[config.mk]
export PLATFORM = sky130hd
export DESIGN_NAME = id3v2_text_frame_parser_top
export DESIGN_NICKNAME = d
export VERILOG_FILES = /design/src/rtl/id3tp_pkg.sv /design/src/rtl/id3tp_core.sv /design/src/rtl/id3tp_rsp_reg.sv /design/src/rtl/id3v2_text_frame_parser_top.sv
export SDC_FILE = /design/constraint.sdc
export NUM_CORES = 1
export LEC_CHECK = 0
export ABC_AREA = 0
export BUFFER_PORTS_ARGS = -buffer_cell sky130_fd_sc_hd__buf_2
export CAP_MARGIN = 20
export CORE_ASPECT_RATIO = 0.75
export CORE_MARGIN = 5
export CORE_UTILIZATION = 40
export DETAILED_ROUTE_END_ITERATION = 7
export PLACE_DENSITY = 0.62
export SYNTH_ARGS = -nofsm -noshare
export SYNTH_HDL_FRONTEND = slang
export SYNTH_SLANG_ARGS = --single-unit
[constraint.sdc]
create_clock -name clock -period 11.15 [get_ports clock]
set_input_delay 1.115 -clock clock [delete_from_list [all_inputs] [get_ports clock]]
set_output_delay 1.115 -clock clock [all_outputs]
set_load 0.03 [all_outputs]
[src/rtl/id3tp_pkg.sv]
// shared types and constants for the id3v2 text frame parser
package id3tp_pkg;

   localparam int TEXT_CAPACITY = 128;
   localparam logic [31:0] POS_LIMIT = 32'(TEXT_CAPACITY - 1);

   localparam logic [7:0] MAGIC_BYTES [3] = '{8'h49, 8'h44, 8'h33};

   localparam int KIND_COUNT = 6;
   localparam logic [31:0] KNOWN_IDS [KIND_COUNT] = '{
      32'h54495432,
      32'h54504531,
      32'h54414C42,
      32'h54594552,
      32'h54434F4E,
      32'h434F4D4D
   };

   localparam logic [2:0] KIND_TITLE   = 3'd0;
   localparam logic [2:0] KIND_COMMENT = 3'd5;
   localparam logic [2:0] KIND_NONE    = 3'd6;

   localparam logic [1:0] STATUS_TEXT  = 2'd0;
   localparam logic [1:0] STATUS_NOTAG = 2'd1;
   localparam logic [1:0] STATUS_DONE  = 2'd2;

   localparam logic [3:0] HDR_LAST   = 4'd9;
   localparam logic [3:0] FRM_LAST   = 4'd9;
   localparam logic [3:0] FRM_FLAGS0 = 4'd8;
   localparam logic [31:0] FRM_HDR_BYTES = 32'd10;
   localparam logic [31:0] COMM_SKIP = 32'd4;
   localparam logic [31:0] TEXT_SKIP = 32'd1;

   typedef enum logic [4:0] {
      PH_HEADER  = 5'b00001,
      PH_FRAME   = 5'b00010,
      PH_PAYLOAD = 5'b00100,
      PH_DONE    = 5'b01000,
      PH_NOTAG   = 5'b10000
   } phase_type;

   typedef struct packed {
      logic [7:0] text_byte;
      logic       byte_valid;
      logic [2:0] field_kind;
      logic       field_end;
      logic [1:0] status;
   } rsp_word_type;

endpackage

[src/rtl/id3tp_core.sv]
// parser state and next-state logic, one file byte per accepted word
module id3tp_core
   import id3tp_pkg::*;
(
   input  logic         clock,
   input  logic         reset,
   input  logic         take,
   input  logic [7:0]   data_byte,
   input  logic         file_start,
   output logic         res_valid,
   output rsp_word_type res_word
);

   phase_type   phase_ff, phase_in, phase_e;
   logic [3:0]  count_ff, count_in, count_e;
   logic        magic_ff, magic_in, magic_e;
   logic [27:0] tag_len_ff, tag_len_in, tag_len_e;
   logic [31:0] consumed_ff, consumed_in, consumed_e;
   logic [31:0] name_ff, name_in, name_e;
   logic [31:0] flen_ff, flen_in, flen_e;
   logic [31:0] pos_ff, pos_in, pos_e;
   logic        stopped_ff, stopped_in, stopped_e;
   logic [2:0]  kind_ff, kind_in, kind_e;

   logic        magic_ok;
   logic        known;
   logic        last;
   logic        shown;
   logic        finished;
   logic [31:0] skip;
   logic [31:0] pos_next;

   function automatic logic [31:0] add_sat(input logic [31:0] a, input logic [31:0] b);
      logic [32:0] s;
      s = {1'b0, a} + {1'b0, b};
      return s[32] ? 32'hFFFF_FFFF : s[31:0];
   endfunction

   always_comb begin
      if (file_start) begin
         phase_e    = PH_HEADER;
         count_e    = 4'd0;
         magic_e    = 1'b0;
         tag_len_e  = 28'd0;
         consumed_e = 32'd0;
         name_e     = 32'd0;
         flen_e     = 32'd0;
         pos_e      = 32'd0;
         stopped_e  = 1'b0;
         kind_e     = KIND_TITLE;
      end else begin
         phase_e    = phase_ff;
         count_e    = count_ff;
         magic_e    = magic_ff;
         tag_len_e  = tag_len_ff;
         consumed_e = consumed_ff;
         name_e     = name_ff;
         flen_e     = flen_ff;
         pos_e      = pos_ff;
         stopped_e  = stopped_ff;
         kind_e     = kind_ff;
      end
   end

   always_comb begin
      phase_in    = phase_ff;
      count_in    = count_ff;
      magic_in    = magic_ff;
      tag_len_in  = tag_len_ff;
      consumed_in = consumed_ff;
      name_in     = name_ff;
      flen_in     = flen_ff;
      pos_in      = pos_ff;
      stopped_in  = stopped_ff;
      kind_in     = kind_ff;
      res_valid   = 1'b0;
      res_word    = '0;
      magic_ok    = 1'b0;
      known       = (kind_e != KIND_NONE);
      skip        = (kind_e == KIND_COMMENT) ? COMM_SKIP : TEXT_SKIP;
      pos_next    = pos_e + 32'd1;
      last        = (pos_next == flen_e);
      shown       = 1'b0;
      finished    = 1'b0;
      if (take) begin
         phase_in    = phase_e;
         count_in    = count_e;
         magic_in    = magic_e;
         tag_len_in  = tag_len_e;
         consumed_in = consumed_e;
         name_in     = name_e;
         flen_in     = flen_e;
         pos_in      = pos_e;
         stopped_in  = stopped_e;
         kind_in     = kind_e;
         case (phase_e)
            PH_HEADER: begin
               if (count_e < 4'd3) begin
                  magic_ok = (data_byte == MAGIC_BYTES[count_e[1:0]]);
                  magic_in = (count_e == 4'd0) ? magic_ok : (magic_e && magic_ok);
               end
               if (count_e >= 4'd6) begin
                  tag_len_in = {tag_len_e[20:0], data_byte[6:0]};
               end
               if (count_e == 4'd2 && !magic_in) begin
                  phase_in = PH_NOTAG;
                  res_valid = 1'b1;
                  res_word.status = STATUS_NOTAG;
               end else if (count_e >= HDR_LAST) begin
                  count_in = 4'd0;
                  consumed_in = 32'd0;
                  if (tag_len_in == 28'd0) begin
                     phase_in = PH_DONE;
                     res_valid = 1'b1;
                     res_word.status = STATUS_DONE;
                  end else begin
                     phase_in = PH_FRAME;
                  end
               end else begin
                  count_in = count_e + 4'd1;
               end
            end
            PH_FRAME: begin
               if (count_e == 4'd0 && data_byte == 8'd0) begin
                  phase_in = PH_DONE;
                  res_valid = 1'b1;
                  res_word.status = STATUS_DONE;
               end else begin
                  if (count_e < 4'd4) begin
                     name_in = {name_e[23:0], data_byte};
                  end else if (count_e < 4'd8) begin
                     flen_in = {flen_e[23:0], data_byte};
                  end
                  if (count_e == FRM_FLAGS0) begin
                     consumed_in = add_sat(consumed_e, FRM_HDR_BYTES);
                  end
                  if (count_e >= FRM_LAST) begin
                     kind_in = KIND_NONE;
                     for (int k = 0; k < KIND_COUNT; k++) begin
                        if (name_e == KNOWN_IDS[k]) begin
                           kind_in = 3'(k);
                        end
                     end
                     consumed_in = add_sat(consumed_e, flen_e);
                     count_in = 4'd0;
                     pos_in = 32'd0;
                     stopped_in = 1'b0;
                     if (flen_e == 32'd0) begin
                        if (consumed_e >= {4'd0, tag_len_e}) begin
                           phase_in = PH_DONE;
                           res_valid = 1'b1;
                           res_word.status = STATUS_DONE;
                        end
                     end else begin
                        phase_in = PH_PAYLOAD;
                     end
                  end else begin
                     count_in = count_e + 4'd1;
                  end
               end
            end
            PH_PAYLOAD: begin
               if (known && !stopped_e && pos_e >= skip && pos_e < POS_LIMIT) begin
                  if (data_byte == 8'd0) begin
                     stopped_in = 1'b1;
                  end else begin
                     shown = 1'b1;
                  end
               end
               pos_in = pos_next;
               if (last) begin
                  count_in = 4'd0;
                  if (consumed_e >= {4'd0, tag_len_e}) begin
                     phase_in = PH_DONE;
                     finished = 1'b1;
                  end else begin
                     phase_in = PH_FRAME;
                  end
               end
               if (known && (shown || last)) begin
                  res_valid = 1'b1;
                  res_word.text_byte = shown ? data_byte : 8'd0;
                  res_word.byte_valid = shown;
                  res_word.field_kind = kind_e;
                  res_word.field_end = last;
                  res_word.status = finished ? STATUS_DONE : STATUS_TEXT;
               end else if (finished) begin
                  res_valid = 1'b1;
                  res_word.status = STATUS_DONE;
               end
            end
            default: begin
            end
         endcase
      end
   end

   always_ff @(posedge clock) begin
      if (reset) begin
         phase_ff    <= PH_HEADER;
         count_ff    <= 4'd0;
         magic_ff    <= 1'b0;
         tag_len_ff  <= 28'd0;
         consumed_ff <= 32'd0;
         name_ff     <= 32'd0;
         flen_ff     <= 32'd0;
         pos_ff      <= 32'd0;
         stopped_ff  <= 1'b0;
         kind_ff     <= KIND_TITLE;
      end else begin
         phase_ff    <= phase_in;
         count_ff    <= count_in;
         magic_ff    <= magic_in;
         tag_len_ff  <= tag_len_in;
         consumed_ff <= consumed_in;
         name_ff     <= name_in;
         flen_ff     <= flen_in;
         pos_ff      <= pos_in;
         stopped_ff  <= stopped_in;
         kind_ff     <= kind_in;
      end
   end

endmodule

[src/rtl/id3tp_rsp_reg.sv]
// result register between the parser and the result channel
module id3tp_rsp_reg
   import id3tp_pkg::*;
(
   input  logic         clock,
   input  logic         reset,
   input  logic         load,
   input  logic         res_valid,
   input  rsp_word_type res_word,
   output logic         can_take,
   input  logic         rsp_ready,
   output logic         rsp_valid,
   output rsp_word_type rsp_word
);

   logic         valid_ff, valid_in;
   rsp_word_type word_ff, word_in;

   assign can_take = !valid_ff || rsp_ready;

   always_comb begin
      valid_in = valid_ff;
      word_in  = word_ff;
      if (valid_ff && rsp_ready) begin
         valid_in = 1'b0;
      end
      if (load && res_valid) begin
         valid_in = 1'b1;
         word_in  = res_word;
      end
   end

   always_ff @(posedge clock) begin
      if (reset) begin
         valid_ff <= 1'b0;
      end else begin
         valid_ff <= valid_in;
      end
      word_ff <= word_in;
   end

   assign rsp_valid = valid_ff;
   assign rsp_word  = word_ff;

endmodule

[src/rtl/id3v2_text_frame_parser_top.sv]
// top level of the id3v2 text frame parser
// Takes a file one byte per word and reports the text of the title, artist,
// album, year, genre and comment frames of an ID3v2.3 tag, plus one status
// word for a missing tag or the end of the tag. One byte is accepted every
// clock cycle; its result, if it has one, is in the result register in the
// next cycle. The rate is set by the combinational next-state logic of the
// parser; input stalls only while the result register holds a word that
// rsp_ready has not taken. A byte with file_start high restarts the parser.
module id3v2_text_frame_parser_top
   import id3tp_pkg::*;
(
   input  logic       clock,
   input  logic       reset,
   input  logic       req_valid,
   output logic       req_ready,
   input  logic [7:0] req_data_byte,
   input  logic       req_file_start,
   output logic       rsp_valid,
   input  logic       rsp_ready,
   output logic [7:0] rsp_text_byte,
   output logic       rsp_byte_valid,
   output logic [2:0] rsp_field_kind,
   output logic       rsp_field_end,
   output logic [1:0] rsp_status
);

   logic         take;
   logic         can_take;
   logic         res_valid;
   rsp_word_type res_word;
   rsp_word_type rsp_word;

   assign req_ready = can_take;
   assign take      = req_valid && can_take;

   id3tp_core u_core (
      .clock      (clock),
      .reset      (reset),
      .take       (take),
      .data_byte  (req_data_byte),
      .file_start (req_file_start),
      .res_valid  (res_valid),
      .res_word   (res_word)
   );

   id3tp_rsp_reg u_rsp_reg (
      .clock     (clock),
      .reset     (reset),
      .load      (take),
      .res_valid (res_valid),
      .res_word  (res_word),
      .can_take  (can_take),
      .rsp_ready (rsp_ready),
      .rsp_valid (rsp_valid),
      .rsp_word  (rsp_word)
   );

   assign rsp_text_byte  = rsp_word.text_byte;
   assign rsp_byte_valid = rsp_word.byte_valid;
   assign rsp_field_kind = rsp_word.field_kind;
   assign rsp_field_end  = rsp_word.field_end;
   assign rsp_status     = rsp_word.status;

endmodule
Word level (Yosys, flattened, before mapping)
Index checks and enable logic that the tools add are counted.
{ "classes": {"eq_ne": 15, "n_lt_le_gt_ge": 9, "bitwise": 1, "add_sub_neg": 4, "muxes": 99, "n_reduce_logical": 22} }
{ "op_table": {"columns": ["operator", "n"], "rows": [
  ["two-way mux 32 bit", 20],
  ["equality test 32 x 31 -> 1 bit (second input constant)", 6],
  ["two-way mux 28 bit", 5],
  ["one-hot mux 32 bit (2 select lines)", 2],
  ["two-way mux 5 bit", 8],
  ["adder 32 x 32 -> 33 bit", 1],
  ["adder 32 x 4 -> 33 bit (second input constant)", 1],
  ["two-way mux 3 bit", 11],
  ["adder 32 x 1 -> 32 bit (second input constant)", 1],
  ["equality test 32 bit", 1],
  ["greater-or-equal comparator 32 x 28 -> 1 bit", 1],
  ["greater-or-equal comparator 32 bit", 1],
  ["zero test 32 bit", 1],
  ["< comparator 32 x 7 -> 1 bit (second input constant)", 1],
  ["two-way mux 1 bit", 30],
  ["zero test 28 bit", 1],
  ["two-way mux 4 bit", 7],
  ["binary-select mux 8 bit (select 2 bit)", 1],
  ["two-way mux 2 bit", 8],
  ["two-way mux 8 bit", 2],
  ["one-hot mux 5 bit (3 select lines)", 1],
  ["one-hot mux 4 bit (3 select lines)", 1],
  ["logical AND 1 bit", 10],
  ["equality test 8 bit", 1],
  ["other kinds (25)", 28]
]} }
{ "totals": {"in_bits": 13, "reg_bits": 186, "wordCells": 166} }

Logic depth before layout (Yosys ltp)
Gate-level depths: netlist (run 1).
{ "depth": {"depth_word": 18, "mapped_depth": 21, "mapped_depth_nobuf": 13} }

Hierarchy
A second synthesis (run 1) with hierarchy kept.
{ "hier_totals": {"cells_unflattened": 1817, "hier_area_um2": 13759.4} }
{ "by_module_without_submodules": {"columns": ["module", "cells_each", "n_inst", "area_per_inst_um2"], "rows": [
  ["id3tp_core", 1796, 1, 13252.7],
  ["id3tp_rsp_reg", 20, 1, 500.5],
  ["id3v2_text_frame_parser_top", 1, 1, 6.3]
]} }

Worst setup path before layout (run 1)
No wires, ideal clock.
{ "synth_path": {"path_kind": "in2reg", "start": "input req_file_start", "end": "register u_rsp_reg.word_ff (netlist bit u_rsp_reg.rsp_word[0]) (enable)", "path_buffers": 6, "setup_ns": 0.392, "t_arrival_ns": 5.948, "path_slack_ns": 4.810, "required_time_ns": 10.758, "path_stages": 19, "path_cell_list": "buf_2 -> buf_4 -> clkinv_1 -> clkbuf_1 -> clkbuf_1 -> clkbuf_1 -> buf_1 -> nand2_1 -> inv_1 -> ha_1 -> nand4b_1 -> nor4_1 -> a211oi_1 -> nand3b_1 -> a2111oi_0 -> nand2_1 -> or3_1 -> o211a_1 -> a21oi_1"} }
{ "synth_between": {"elab_chain_len": 17, "word_cells_on_any_way": 67} }
{ "synth_rtl": {"columns": ["item", "line", "text"], "rows": [
  ["start, declared", "id3v2_text_frame_parser_top.sv:17", "input logic req_file_start,"],
  ["parallel branches: the longest is 14 deep, another holds adder 32 x 1 -> 32 bit", null, null],
  ["one-hot mux 1 bit (3 select lines) *", "id3tp_core.sv:96", "case (phase_e)"],
  ["two-way mux 1 bit *", "id3tp_core.sv:85", "if (take) begin"],
  ["logical AND 1 bit *", "id3tp_rsp_reg.sv:27", "if (load && res_valid) begin"],
  ["end signal, assigned", "id3tp_rsp_reg.sv:39", "word_ff <= word_in;"],
  ["end, declared", "id3tp_rsp_reg.sv:17", "rsp_word_type word_ff, word_in;"]
]} }
Mark *: on every way between the ends. The select of a mux whose other input is x is not followed.
A chain may end at the register's enable or synchronous reset.

Worst setup path in the final report (run 1)
{ "layout_path": {"start": "input req_file_start", "end": "register u_core.consumed_ff[10]"} }
{ "layout_between": {"elab_chain_len": 15, "word_cells_on_any_way": 35} }
{ "layout_rtl": {"columns": ["item", "line", "text"], "rows": [
  ["two-way mux 4 bit", "id3tp_core.sv:40", "if (file_start) begin"],
  ["inverter 2 -> 3 bit (implied by the code)", "id3tp_core.sv:99", "magic_ok = (data_byte == MAGIC_BYTES[count_e[1:0]]);"],
  ["binary-select mux 8 bit (select 2 bit)", "id3tp_core.sv:99", null],
  ["two-way mux 8 bit (implied by the code) (2 in a row)", "id3tp_core.sv:99", null],
  ["equality test 8 bit", "id3tp_core.sv:99", null],
  ["logical AND 1 bit", "id3tp_core.sv:100", "magic_in = (count_e == 4'd0) ? magic_ok : (magic_e && magic_ok);"],
  ["two-way mux 1 bit", "id3tp_core.sv:100", null],
  ["two-way mux 1 bit", "id3tp_core.sv:98", "if (count_e < 4'd3) begin"],
  ["two-way mux 1 bit", "id3tp_core.sv:96", null],
  ["two-way mux 1 bit", "id3tp_core.sv:85", null],
  ["zero test 1 bit", "id3tp_core.sv:105", "if (count_e == 4'd2 && !magic_in) begin"],
  ["logical AND 1 bit", "id3tp_core.sv:105", null],
  ["two-way mux 32 bit", "id3tp_core.sv:105", null],
  ["one-hot mux 32 bit (2 select lines) *", "id3tp_core.sv:96", null],
  ["end signal, assigned", "id3tp_core.sv:215", "consumed_ff <= consumed_in;"],
  ["end, declared", "id3tp_core.sv:18", "logic [31:0] consumed_ff, consumed_in, consumed_e;"]
]} }
Every way passes the cells marked *; elsewhere a longest branch is shown, timed or not. The select of a mux whose other input is x is not followed.

==> flow_summary_export.csv, run 1 <==
group,metric,value,unit
synth,synth_area,13300,um2
finish,layout.filler_cells,3394,
finish,final_cell_area,14400,um2
setup_path,crit_chain,"buf_4 -> buf_4 -> buf_4 -> nor2b_1 -> ha_1 -> a211oi_1 -> nor2_1 -> o2111ai_1 -> nand4b_1 -> nand2_1 -> o31ai_4 -> buf_4 -> a2111oi_0 -> a2111oi_0",
timing,finalHoldViolCount,0,
clocking,post_cts_resized,0,
clocking,cts_buffers,17,
setup_path,path_common_cell,"buf_4",
synth,async_flop_share,0,%
clocking,clock-sinks,186,
placed_design,place.gp.congestion,0.994,
grt,first_global_vias,12352,
timing,slew_headroom,25.0,%
finish,multi_input_area,8850,um2
timing,tightest_slew,1120,ps
clocking,clkSlewWorstSetupHoldPaths,80,ps
timing,min_period,5680,ps
synth,syn_inst,1736,
drt,drt_wl_total,47.1,mm
timing,post-route-period-util,50.9,%
hold_path,hold_path.class,"reg -> reg",
clocking,cts_tree,"built",
finish,register_area,3870,um2
setup_path,crit_path_end,"u_core.consumed_ff[10]",
die,die_h,168,um
finish,fin_nets,1783,
synth,synth_edf_count,15,
clocking,insertion_delay,470,ps
drt,avgViaCountPerCell,6.33,
setup_path,end_kind,"register",
timing,fin_skew,16.6,ps
setup_path,slowest_delay,940,ps
setup_path,criticalPathCategory,"in -> reg",
setup_path,critPathLaunchType,"primary input",
drt,vias,13644,
placed_design,postPlaceCellArea,13800,um2
setup_path,rrSetupSlack,6500,ps
grt,antenna_found_initial,1,
setup_path,crit_slowest_cell,"buf_4",
die,pin_count,30,
synth,syn-num-nets,1818,
synth,synth_flop_cell,"dfxtp_1",
placed_design,dp_hpwl,34.5,mm
timing,setup_viol,0,
power_and_ir_drop,leakage,0.00524,uW
placed_design,place_inst,2122,
setup_path,startpoint,"req_file_start",
die,start_util,40.8,%
setup_path,cp_data_arrival_time,6020,ps
clocking,htree_levels,4,
placed_design,numPortBuffers,29,
clocking,clockBufferDepth,2,
timing,fmax,176,MHz
setup_path,r2r_cells,13,
job,maxCapViolCount,0,
finish,final_core_util,44.0,%
run_status,status,"complete, no violations",
timing,finalSetupTns,0,ps
grt,grt_pass1_wl,73.1,mm
clocking,ctsHoldBuffers,0,
timing,rsz0062_at_grt,"no",
die,core-area,32700,um2
setup_path,reg2reg_to,"u_rsp_reg.rsp_word[5]",
drt,wl_per_cell,21.8,um
drt,drt_drc_violations_left,0,
die,num_rows,57,
power_and_ir_drop,p_per_area,98.2,nW/um2
timing,slew_viol_final,0,
drt,first_pass_iters,6,
die,die_area,37100,um2
synth,avgSynthCellArea,7.68,um2
grt,grt_usage,25.0,%
synth,synth_cell_types,84,
finish,drive_above_1_share,7.53,%
synth,synth-warning-count,0,
synth,synth_seq_area_share,29.1,%
clocking,post_cts.repair.setup_buffers,0,
grt,overflow,0,
setup_path,reg2reg_from,"u_core.pos_ff[0]",
drt,ant_nets,0,
grt,grt_max_degree,98,
finish,fin_cells,2157,
power_and_ir_drop,ir_worst_vdd,96.7,uV
finish,area_delta_synth_final,7.88,%
setup_path,crit_required,11490,ps
die,die_width,221,um
setup_path,worstPathMaxFanout,97,
clocking,cts-root-buf,"clkbuf_16",
synth,synth_seq_cells,186,
drt,first_iter_violations,1795,
cell usage after synthesis (22+ instances only):
| master | instances | area share [%] |
|---|---|---|
| a21o_1 | 27 | 1.5 |
| dfxtp_1 | 171 | 26 |
| xor2_1 | 26 | 1.7 |
| nand3_1 | 49 | 1.8 |
| clkbuf_1 | 74 | 2.1 |
| nand2_1 | 153 | 4.3 |
| nor2b_1 | 73 | 3.4 |
| xnor2_1 | 67 | 4.4 |
| ha_1 | 68 | 6.4 |
| a22oi_1 | 78 | 4.4 |
| nand4_1 | 32 | 1.5 |
| o21ai_0 | 77 | 2.9 |
| nor3_1 | 50 | 1.9 |
| nor4_1 | 34 | 1.6 |
| nor2_1 | 225 | 6.3 |
| o221ai_1 | 22 | 1.4 |
| a21oi_1 | 129 | 4.8 |
| inv_1 | 32 | 0.90 |
critical path: cells and delay by family:
| family | cells | cell delay, ps |
|---|---|---|
| fa+ha+maj | 1 | 470 |
| buf+inv | 4 | 2010 |
| simple gates | 4 | 1020 |
| compound gates | 5 | 1330 |
kinds of logic (layout without fill, tap and decap cells):
logic type,count (synthesis),count (layout),synth area share (%)
other,0,1,0
buffers and inverters,144,122,4.79
AO/OA/AOI/OAI,484,484,24.0
AND/OR/NAND/NOR,753,753,28.8
flip-flops,186,186,29.1
adder cells (fa/ha/maj),69,69,6.53
multiplexers,6,6,0.479
XOR/XNOR,94,94,6.32
how the worst min path moves through the flow:
stage	start	end	slack (ps)	cells after the start
6_report	u_core.kind_ff[2]	u_core.kind_ff[2]	460	2
5_1_grt	u_core.kind_ff[2]	u_core.kind_ff[2]	480	2
4_1_cts	u_core.consumed_ff[0]	u_core.consumed_ff[0]	450	2
3_5_place_dp	u_core.consumed_ff[0]	u_core.consumed_ff[0]	440	2
3_3_place_gp	u_core.consumed_ff[0]	u_core.consumed_ff[0]	430	2
2_1_floorplan	u_core.consumed_ff[0]	u_core.consumed_ff[0]	420	2
cell usage in the layout, fill, tap and decap left out, types with 7 or more instances in the layout:
master	Yosys	layout
xnor2_1	67	67
buf_2	21	27
a211oi_1	18	18
a31oi_1	19	19
or2_2	8	8
nor2b_1	73	73
xor2_1	26	26
and4_1	9	9
clkbuf_16	0	17
a21oi_1	129	129
o21ai_0	77	76
nand4_1	32	32
o21ai_1	9	7
o41ai_1	8	8
nand3b_1	11	11
buf_4	2	28
dfxtp_1	171	171
o211ai_1	13	13
edfxtp_1	15	15
nor2_1	225	224
nand4b_1	8	8
o21bai_1	13	13
or3_1	14	14
and2_1	17	17
inv_1	32	32
o21a_1	11	11
ha_1	68	68
a21o_1	27	27
and3_1	15	15
a22oi_1	78	78
nand2b_1	14	14
o221ai_1	22	22
nand3_1	49	49
nor3_1	50	48
nor4_1	34	34
a2111oi_0	8	8
nand2_1	153	153
sequential cells by signal, indices dropped and copies added (netlist names):
| name | count |
|---|---|
| u_core.magic_ff | 1 |
| u_rsp_reg.rsp_word | 15 |
| u_core.stopped_ff | 1 |
| u_core.pos_ff | 32 |
| u_core.tag_len_ff | 28 |
| u_core.flen_ff | 32 |
| u_core.consumed_ff | 32 |
| u_core.count_ff | 4 |
| u_rsp_reg.rsp_valid | 1 |
| u_core.name_ff | 32 |
| u_core.phase_ff | 5 |
| u_core.kind_ff | 3 |
metrics by stage:
stage	power, uW	worst slack, ps	hold slack [ps]
2_1_floorplan	759	4810	416
3_3_place_gp	792	5230	428
3_5_place_dp	793	5130	439
4_1_cts	1420	5650	451
5_1_grt	1450	5110	483
6_report	1410	5470	461
where the power goes:
part / switching [uW] / internal (uW)
combinational: 75.5 / 24.9
clock: 312 / 318
sequential: 4.97 / 676
metal layers:
| layer | wire, um | track usage, % | vias to the layer above |
|---|---|---|---|
| met3 | 5410 | 6.52 | 71 |
| met5 | 0 | 0 | - |
| met2 | 18400 | 33.6 | 721 |
| li1 | - | - | 6341 |
| met1 | 22200 | 38.5 | 6511 |
| met4 | 1000 | 7.36 | 0 |
final cells by class:
type                       count  area share [%]
antenna                        1          0.0174
sequential                   186            26.9
inverter                      33           0.861
clock buffer                  17            2.96
tap                          442            3.85
clock inverter                15            1.10
timing repair buffer          57            2.70
multi-input combinational   1406            61.6
No activity file was read; power rests on OpenSTA's default activity.
==> run 2, diff against run 1 <==
- PLACE_DENSITY: 0.62 -> 0.64
- clock period: 11.15 -> 4.6 ns (I/O delays scaled with it)
==> run 2 against run 1 <==
Global-route usage decreased by 0.73 points; hold slack got worse by 44 ps; wire length down 1.3%; via count fell by 0.97%; critical path type is now reg -> reg; largest power group unchanged.
==> flow_summary_export.csv, run 2 (synthesis results as in run 1) <==
group,metric,value,unit
die,die_width,221,um
die,start_util,40.8,%
placed_design,place.gp.congestion,0.980,
setup_path,rrSetupSlack,230,ps
die,die_h,168,um
power_and_ir_drop,leakage,0.00539,uW
timing,finalHoldViolCount,0,
finish,final_common_cell,"nor2_1",
power_and_ir_drop,p_per_area,230,nW/um2
finish,most-common-layout-cells,"nor2_1 (223), dfxtp_1 (171), nand2_1 (153)",
clocking,htree_levels,4,
timing,slew_viol_final,0,
drt,first_iter_violations,1585,
power_and_ir_drop,ir_worst_vdd,280,uV
drt,drt_wl_total,46.4,mm
timing,fin_ws,226,ps
placed_design,dp_slack,272,ps
setup_path,critPathLaunchType,"register",
grt,grt_max_degree,146,
clocking,clkSlewWorstSetupHoldPaths,70,ps
clocking,cts-root-buf,"clkbuf_16",
grt,grt_usage,24.2,%
clocking,clockBufferDepth,2,
setup_path,crit_slowest_cell,"a2111oi_0",
grt,overflow,0,
timing,finalSetupTns,0,ps
clocking,insertion_delay,460,ps
clocking,ctsHoldBuffers,0,
clocking,clock-sinks,186,
drt,drt_drc_violations_left,0,
drt,avgViaCountPerCell,6.18,
finish,antenna_cells,0,
placed_design,postPlaceCellArea,14100,um2
die,core-area,32700,um2
timing,setup_viol,0,
setup_path,crit_chain,"nand4_2 -> nor2_1 -> nand3_1 -> xor2_1 -> a2111oi_0 -> buf_4 -> nand4_1 -> or3_1 -> o211a_1 -> a21oi_4",
finish,area_delta_synth_final,9.86,%
placed_design,numPortBuffers,29,
clocking,cts_buffers,17,
setup_path,end_kind,"register",
timing,fmax,229,MHz
setup_path,crit_required,4690,ps
die,pin_count,30,
setup_path,criticalPathCategory,"reg -> reg",
clocking,post_cts_resized,0,
job,maxCapViolCount,0,
drt,wl_per_cell,21.2,um
setup_path,cp_data_arrival_time,4460,ps
timing,fin_skew,13.7,ps
timing,min_period,4370,ps
finish,multi_input_area,8890,um2
die,die_area,37100,um2
grt,antenna_found_initial,1,
drt,vias,13511,
clocking,cts_tree,"built",
finish,register_area,3870,um2
finish,final_cell_area,14600,um2
setup_path,worstPathMaxFanout,15,
finish,layout.filler_cells,3328,
placed_design,dp_hpwl,34.7,mm
drt,ant_nets,0,
clocking,post_cts.repair.setup_buffers,0,
setup_path,slowest_delay,590,ps
grt,grt_pass1_wl,70.8,mm
finish,fin_nets,1813,
hold_path,hold_path.class,"in -> reg",
grt,first_global_vias,12021,
drt,first_pass_iters,7,
timing,rsz0062_at_grt,"no",
timing,tightest_slew,881,ps
run_status,status,"complete, no violations",
finish,final_core_util,44.8,%
timing,slew_headroom,40.8,%
finish,drive_above_1_share,9.29,%
die,num_rows,57,
timing,post-route-period-util,95.1,%
==> run 2: cell count changes in the layout (fill, tap and decap cells not counted), moves of 2 or more <==
cell / previous run / this run
buf_12: 0 / 4
buf_4: 28 / 56
clkbuf_1: 0 / 4
clkbuf_8: 0 / 3
inv_6: 4 / 2
inv_8: 3 / 0
==> run 2: critical path, delay by kind of cell (launching register included) <==
family | cells | cell delay, ps
AOI/OAI and AO/OA | 3 | 1380
buffers and inverters | 1 | 220
DFF | 1 | 510
xor gates and xnor gates | 1 | 200
and+or+nand+nor | 5 | 1690
==> run 2: path summary, 6_finish.rpt <==
check | start | cells after the start | end
setup / recovery | u_core.pos_ff[2] | 10 | u_rsp_reg.rsp_word[9]
hold / removal | req_data_byte[0] | 3 | u_core.flen_ff[0]
setup reg to reg | u_core.pos_ff[2] | 10 | u_rsp_reg.rsp_word[9]
hold reg to reg | u_core.consumed_ff[0] | 2 | u_core.consumed_ff[0]
==> run 2: cell type report <==
type / instances / area share [%]
Sequential cell: 186 / 26.5
Tap cell: 442 / 3.78
Clock inverter: 8 / 0.590
Clock buffer: 24 / 3.29
Multi-Input combinational cell: 1406 / 60.7
Inverter: 33 / 0.854
Timing Repair Buffer: 87 / 4.34
==> run 2: stage by stage <==
stage                     hold slack (ps)  cells  total power (uW)
final                                 417   2186              3370
after global routing                  428   2186              3480
after CTS                             394   2186              3390
after detailed placement              438   2154              1930
after global placement                430   2154              1930
after floorplan                       416   1736              1840
==> run 2: power by group <==
| group | total, uW | switching [uW] | internal [uW] |
|---|---|---|---|
| clock network | 1470 | 673 | 795 |
| registers | 1650 | 12.7 | 1640 |
| logic | 251 | 184 | 66.9 |
| total | 3370 | 869 | 2500 |
==> run 2: metal layers <==
layer	routed length, um	global-route usage, %
met1	22200	37.3
met2	18300	33.0
met3	5080	7.29
met4	909	4.88
met5	0	0
